[src/rtl/core/pixel_colour_temperature_macros.svh]
// Assertion macros for the colour temperature RTL.
`ifndef PIXEL_COLOUR_TEMPERATURE_MACROS_SVH
`define PIXEL_COLOUR_TEMPERATURE_MACROS_SVH
`ifndef SYNTHESIS
// Check a property at each rising edge, ignored while reset is held.
`define PCT_ASSERT(lbl, clk, rst_n, prop, msg) \
    lbl: assert property (@(posedge clk) disable iff (!rst_n) prop) else $error(msg);
// Check a property at every rising edge, reset included.
`define PCT_ASSERT_ALWAYS(lbl, clk, prop, msg) \
    lbl: assert property (@(posedge clk) prop) else $error(msg);
`else
`define PCT_ASSERT(lbl, clk, rst_n, prop, msg)
`define PCT_ASSERT_ALWAYS(lbl, clk, prop, msg)
`endif
`endif

[src/rtl/core/pct_pkg.sv]
// Types, constants and the sRGB linearisation table for the colour temperature block.
`default_nettype none
package pct_pkg;

    localparam int FRAC_BITS_DEF = 4;
    // Quotient bits of n in Q.16; anything at or above 2^26 saturates anyway
    localparam int QBITS = 26;
    localparam int DEN_W = 30;
    localparam int U_W   = 47;
    localparam int M_W   = QBITS + 1;
    localparam logic [QBITS-1:0] N_BOUND_Q16 = QBITS'(768 * 65536);
    localparam logic signed [35:0] A1_K = 36'sd231014400;   // 3525 in Q.16
    localparam logic signed [47:0] C1_Q16 = 48'sd447171789;  // 6823.3 in Q.16
    localparam logic signed [57:0] C0_Q16 = 58'sd361780347;  // 5520.33 in Q.16

    typedef struct packed {
        logic black;
        logic sat;
        logic sat_neg;
        logic last;
    } t_side;

    typedef struct packed {
        logic signed [31:0] cct;
        logic               black;
        logic               sat;
        logic               last;
    } t_res;

    // One entry of the sRGB decode curve in Q0.16, exact rounding
    function automatic logic [15:0] lin_entry(input int unsigned c);
        logic [383:0] k;
        logic [383:0] r;
        logic [383:0] t;
        logic [16:0]  lo;
        logic [16:0]  hi;
        logic [16:0]  mid;
        int           i;
        int           j;
        if (c * 100000 <= 1031475) begin
            return 16'((655360 * c + 16473) / 32946);
        end
        k = 384'd1;
        r = 384'd1;
        for (i = 0; i < 12; i++) begin
            k = k * 384'd269025;
            r = r * 384'(1000 * c + 14025);
        end
        r = r << 85;
        lo = 17'd0;
        hi = 17'd65536;
        // Largest lo with lo - 0.5 <= 65536 * v^2.4, tested in fifth powers
        for (j = 0; j < 20; j++) begin
            if (lo < hi) begin
                mid = 17'((18'(lo) + 18'(hi) + 18'd1) >> 1);
                t = k;
                for (i = 0; i < 5; i++) begin
                    t = t * (384'(mid) * 384'd2 - 384'd1);
                end
                if (t <= r) begin
                    lo = mid;
                end else begin
                    hi = mid - 17'd1;
                end
            end
        end
        return (lo > 17'd65535) ? 16'hFFFF : lo[15:0];
    endfunction

    function automatic logic [255:0][15:0] build_rom();
        logic [255:0][15:0] rom;
        for (int c = 0; c < 256; c++) begin
            rom[c] = lin_entry(c);
        end
        return rom;
    endfunction

    localparam logic [255:0][15:0] LIN_ROM = build_rom();

endpackage
`default_nettype wire

[src/rtl/core/pct_front.sv]
// Front stages: linearise, matrix to XYZ, form num/den, prepare the divide.
`default_nettype none
module pct_front (
    input  wire logic                      i_clk,
    input  wire logic                      i_rst_n,
    input  wire logic                      i_en,
    input  wire logic                      i_valid,
    input  wire logic [7:0]                i_red,
    input  wire logic [7:0]                i_green,
    input  wire logic [7:0]                i_blue,
    input  wire logic                      i_last,
    output logic                           o_valid,
    output logic [pct_pkg::U_W-1:0]        o_rem,
    output logic [pct_pkg::DEN_W-1:0]      o_den,
    output logic                           o_neg,
    output pct_pkg::t_side                 o_side
);
    import pct_pkg::*;

    logic [3:0]  r_v;
    logic [2:0]  r_last;
    logic [15:0] r_lin_r, r_lin_g, r_lin_b;
    logic [16:0] r_x, r_y, r_z;
    logic signed [31:0] r_num, r_den;
    logic        r_black;
    logic [U_W-1:0]   r_rem;
    logic [DEN_W-1:0] r_dabs;
    logic        r_neg;
    t_side       r_side;

    logic [31:0] n_xs, n_ys, n_zs;
    logic [17:0] n_d;
    logic signed [31:0] n_num, n_den;
    logic        n_dneg;
    logic signed [31:0] n_nums, n_dabs;
    logic signed [47:0] n_big;
    t_side       n_side;

    // Advance the valid bits with the data
    always_ff @(posedge i_clk) begin
        if (!i_rst_n) begin
            r_v <= '0;
        end else if (i_en) begin
            r_v <= {r_v[2:0], i_valid};
        end
    end

    // Look up the linear value of each channel
    always_ff @(posedge i_clk) begin
        if (i_en) begin
            r_lin_r   <= LIN_ROM[i_red];
            r_lin_g   <= LIN_ROM[i_green];
            r_lin_b   <= LIN_ROM[i_blue];
            r_last[0] <= i_last;
        end
    end

    // Matrix to XYZ in Q1.16 with rounding
    always_comb begin
        n_xs = 32'd13514 * 32'(r_lin_r) + 32'd11718 * 32'(r_lin_g)
             + 32'd5915 * 32'(r_lin_b) + 32'd16384;
        n_ys = 32'd6966 * 32'(r_lin_r) + 32'd23436 * 32'(r_lin_g)
             + 32'd2366 * 32'(r_lin_b) + 32'd16384;
        n_zs = 32'd632 * 32'(r_lin_r) + 32'd3906 * 32'(r_lin_g)
             + 32'd31146 * 32'(r_lin_b) + 32'd16384;
    end

    always_ff @(posedge i_clk) begin
        if (i_en) begin
            r_x       <= n_xs[31:15];
            r_y       <= n_ys[31:15];
            r_z       <= n_zs[31:15];
            r_last[1] <= r_last[0];
        end
    end

    // Chromaticity numerator and denominator
    always_comb begin
        n_d   = 18'(r_x) + 18'(r_y) + 18'(r_z);
        n_num = $signed(32'd10000 * 32'(r_x) - 32'd3320 * 32'(n_d));
        n_den = $signed(32'd1858 * 32'(n_d) - 32'd10000 * 32'(r_y));
    end

    always_ff @(posedge i_clk) begin
        if (i_en) begin
            r_num     <= n_num;
            r_den     <= n_den;
            r_black   <= (n_d == 18'd0);
            r_last[2] <= r_last[1];
        end
    end

    // Make the divisor positive and fold the floor into a magnitude
    always_comb begin
        n_dneg = r_den[31];
        n_nums = n_dneg ? -r_num : r_num;
        n_dabs = n_dneg ? -r_den : r_den;
        n_big  = $signed({n_nums, 16'd0}) + $signed({18'd0, n_dabs[DEN_W:1]});
        n_side.black   = r_black;
        n_side.sat     = !r_black && (r_den == 32'sd0);
        n_side.sat_neg = r_num[31];
        n_side.last    = r_last[2];
    end

    always_ff @(posedge i_clk) begin
        if (i_en) begin
            r_rem  <= n_big[47] ? ~n_big[U_W-1:0] : n_big[U_W-1:0];
            r_dabs <= n_dabs[DEN_W-1:0];
            r_neg  <= n_big[47];
            r_side <= n_side;
        end
    end

    assign o_valid = r_v[3];
    assign o_rem   = r_rem;
    assign o_den   = r_dabs;
    assign o_neg   = r_neg;
    assign o_side  = r_side;

endmodule
`default_nettype wire

[config.mk]
export PLATFORM = sky130hd
export DESIGN_NAME = pct_front
export DESIGN_NICKNAME = d
export VERILOG_FILES = /design/src/rtl/core/pixel_colour_temperature_macros.svh /design/src/rtl/core/pct_pkg.sv /design/src/rtl/core/pct_front.sv
export SDC_FILE = /design/constraint.sdc
export NUM_CORES = 2
export LEC_CHECK = 0
export CORE_MARGIN = 2
export CORE_UTILIZATION = 60
export CTS_CLUSTER_DIAMETER = 200
export DETAILED_ROUTE_END_ITERATION = 6
export DONT_BUFFER_PORTS = 1
export PLACE_DENSITY_LB_ADDON = 0.2
export SETUP_SLACK_MARGIN = 0.3
export SYNTH_ARGS = -nofsm -noshare
export SYNTH_HDL_FRONTEND = slang
export SYNTH_SLANG_ARGS = --single-unit
[constraint.sdc]
create_clock -name i_clk -period 9.4 [get_ports i_clk]
set_clock_uncertainty 0.05 [all_clocks]
set_input_delay 0.47 -clock i_clk [delete_from_list [all_inputs] [get_ports i_clk]]
set_output_delay 0.47 -clock i_clk [all_outputs]
set_load 0.02 [all_outputs]
==> flow_metrics.env <==
export IMPL_period_needed_ps=9310
export IMPL_antenna_cells=0
export IMPL_cp_common_cell="sky130_fd_sc_hd__fa_1"
export IMPL_yosysTopAreaCellShare_pct=22.8
export IMPL_setup_violations_final=0
export IMPL_cp_slowest_cell="sky130_fd_sc_hd__fa_1"
export IMPL_grt_start_max_net_pins=160
export IMPL_min_period_over_period_pct=99.0
export IMPL_num_vias=59900
export IMPL_drt_wl_total_um=221000
export IMPL_clock_sink_count=247
export IMPL_worst_setup_hold_path_clk_slew_ps=60
export IMPL_critical_path_max_stage_delay_ps=580
export IMPL_tightest_slew_ps=1040
export IMPL_setup_worst_path_start_class="register"
export IMPL_rsz0062_at_grt="true"
export IMPL_synth_seq_cells=247
export IMPL_element_type_at_the_critical_path_end="register"
export IMPL_core_area_um2=114000
export IMPL_grt_ovfl_total=0
export IMPL_wire_length_of_the_first_global_routing_pass_um=339000
export IMPL_final_max_slew_viol_count=0
export IMPL_die_width_um=343
export IMPL_synth_enable_flop_cells=243
export IMPL_worst_hold_slack_ps=29.2
export IMPL_io_pin_count=112
export IMPL_synth_net_count=9989
export IMPL_dpl_hpwl_um=173000
export IMPL_finish_utilization_pct=66.9
export IMPL_synth_area_per_cell_um2=8.68
export IMPL_worst_path_max_fanout=4
export IMPL_antenna_violating_nets_post_route=0
export IMPL_cts_max_path_buffers=3
export IMPL_synth_main_ff_cell="sky130_fd_sc_hd__edfxtp_1"
export IMPL_number_of_h_tree_levels=2
export IMPL_violations_in_the_final_reports="DRC"
export IMPL_synthesis_area_um2=69000
export IMPL_area_delta_synth_final_pct=10.6
export IMPL_cts_buffers=34
export IMPL_drc=12
export IMPL_groute_usage_overall_pct=37.1
export IMPL_leading_cell_types_by_total_area_after_synthesis="sky130_fd_sc_hd__fa_1, sky130_fd_sc_hd__ha_1, sky130_fd_sc_hd__edfxtp_1, sky130_fd_sc_hd__inv_1, sky130_fd_sc_hd__a21oi_1"
export IMPL_synthDominantAreaCellType="sky130_fd_sc_hd__fa_1"
export IMPL_grt_antenna_before_repair=0
export IMPL_r2r_start="r_lin_r[3]"
export IMPL_viasPerCell=6.17
export IMPL_drv_cap=0
export IMPL_detailedRoute_firstIterationViolations=6244
export IMPL_die_y_um=343
export IMPL_worstPathRequired_ps=9690
export IMPL_synth_cell_types=92
export IMPL_class_of_the_tightest_hold_or_removal_check="input pin to register"
export IMPL_placement_rows=124
export IMPL_startpoint="r_lin_r[3]"
export IMPL_critical_path_arrival_ps=9600
export IMPL_r2r_setup_slack_ps=90
export IMPL_cts_tree="done"
export IMPL_synth_yosys_warnings=0
export IMPL_outcome="finished, violations left"
export IMPL_critical_path_class="register to register"
export IMPL_async_reset_ff_share_pct=0
export IMPL_hold_violations=0
export IMPL_routed_length_per_instance_um=22.7
export IMPL_nets=10200
export IMPL_first_global_vias=59400
export IMPL_multi_input_comb_area_um2=56600
export IMPL_start_util_pct=60.4
export IMPL_min_from="i_en"
export IMPL_die_area_um2=118000
export IMPL_register_area_share_after_synthesis_pct=10.7
export IMPL_gp_congestion=1.01
export IMPL_clockRootBuffer="sky130_fd_sc_hd__clkbuf_16"
export IMPL_synth_cells=7952
export IMPL_port_buffer_count=0
export IMPL_firstDrtPassIters=7
export IMPL_max_clock_freq_mhz=107
export IMPL_insertion_delay_ps=600
export IMPL_seq_area_um2=7380
export IMPL_nFillCells=9442
export IMPL_share_of_final_layout_standard_cells_stronger_than_drive_strength_1_pct=10.5
export IMPL_worst_max_slew_margin_expressed_relative_to_the_limit_pct=30.4
[cell type report]
type | instances | area share, %
multi-input combinational | 5957 | 74.2
sequential | 247 | 9.66
clock buffer | 40 | 1.14
timing repair buffer | 506 | 5.22
clock inverter | 20 | 0.292
inverter | 1432 | 7.04
tap | 1512 | 2.48
[per-stage QoR]
| stage | worst slack [ps] | std cells | instance area (µm²) | TNS (ps) |
|---|---|---|---|---|
| global route | -240 | 9714 | 76400 | -1200 |
| detailed placement | -114 | 9518 | 72700 | -161 |
| global placement | -11.6 | 9518 | 72700 | -11.6 |
| finish | 90.5 | 9714 | 76400 | 0 |
| floorplan | 273 | 7952 | 69200 | 0 |
| CTS | 176 | 9663 | 75200 | 0 |
[path summary, 6_finish.rpt]
path,depth (start not counted),endpoint
setup reg to reg,37,r_x[16]
hold / removal,2,r_v[1]
hold reg to reg,0,o_side[0]
setup / recovery,37,r_x[16]
[critical path, delay by kind of cell, from the launching register on]
kind | cells | cell delay [ps]
buf+inv | 11 | 750
xor+xnor | 2 | 270
fa+ha+maj | 13 | 5510
compound gates | 8 | 1580
flops | 1 | 500
simple gates | 3 | 370
[Yosys cell counts, types with 116 or more instances]
cell and number:
sky130_fd_sc_hd__a211oi_1 116, sky130_fd_sc_hd__a21o_1 127, sky130_fd_sc_hd__a21oi_1 552, sky130_fd_sc_hd__clkbuf_1 227, sky130_fd_sc_hd__edfxtp_1 243, sky130_fd_sc_hd__fa_1 787, sky130_fd_sc_hd__ha_1 1221, sky130_fd_sc_hd__inv_1 1419
sky130_fd_sc_hd__nand2_1 465, sky130_fd_sc_hd__nor2_1 508, sky130_fd_sc_hd__nor3_1 127, sky130_fd_sc_hd__o21ai_0 409, sky130_fd_sc_hd__xnor2_1 300, sky130_fd_sc_hd__xor2_1 171
[state kept, by name, summed over array words and instances (netlist names), 2 cells and up]
signal,flops
r_y,17
r_z,17
r_lin_g,16
r_x,17
r_num,29
r_lin_r,16
r_last,2
r_den,30
o_rem,47
o_side,4
o_den,29
r_v,4
r_lin_b,16
[cells in the final DEF (no fill, tap or decap), drive strengths merged, types with 17 or more instances in the layout]
master,synthesis,final
a211oi,116,116
a21boi,17,17
a21o,127,127
a21oi,552,552
a221oi,31,31
a311oi,29,29
a31oi,79,79
and2,20,20
and3,36,36
buf,89,499
clkbuf,227,40
clkinv,10,20
edfxtp,243,243
fa,787,787
ha,1221,1221
inv,1422,1426
mux2i,24,24
mux4,21,21
nand2,465,465
nand2b,57,57
nand3,106,106
nand4,22,22
nor2,508,508
nor2b,62,62
nor3,128,128
o211ai,74,74
o21a,56,56
o21ai,425,425
o21bai,40,40
o221ai,18,18
o22ai,35,35
o311ai,42,42
o31ai,50,50
or2,19,19
or3,56,56
xnor2,301,301
xor2,172,172
[what timing repair did]
item                                    4_1_cts  5_1_grt
endpoints found under the setup margin       17       42
buffers inserted                             77       51
pin swaps                                   129      140
hold buffers                                  8        0
endpoints found under the hold margin       157        0
resized for setup                           137      164
[metal layers]
metal  up-vias  global-route usage, %  part of all wire (%)  wire length, µm
met5         -                      0                     0                0
met4         0                   19.6                   6.4            14200
met3       611                   5.62                   8.0            17600
met2      2778                   60.7                    46           102000
met1     29000                   47.5                    39            86700
li1      27600                      -                     -                -
[cells by family after synthesis]
group,count (synthesis),synth area share (%)
AO/OA/AOI/OAI,1884,17.4
XOR/XNOR,474,6.06
adder cells (fa/ha/maj),2009,45.0
buffers and inverters,1748,9.57
flip-flops,247,10.7
multiplexers,49,1.10
other,1,0.00543
AND/OR/NAND/NOR,1540,10.2
Power is left out: the tool's default activity adds up to more than one toggle a clock period on the data nets, which glitch-free logic cannot reach.
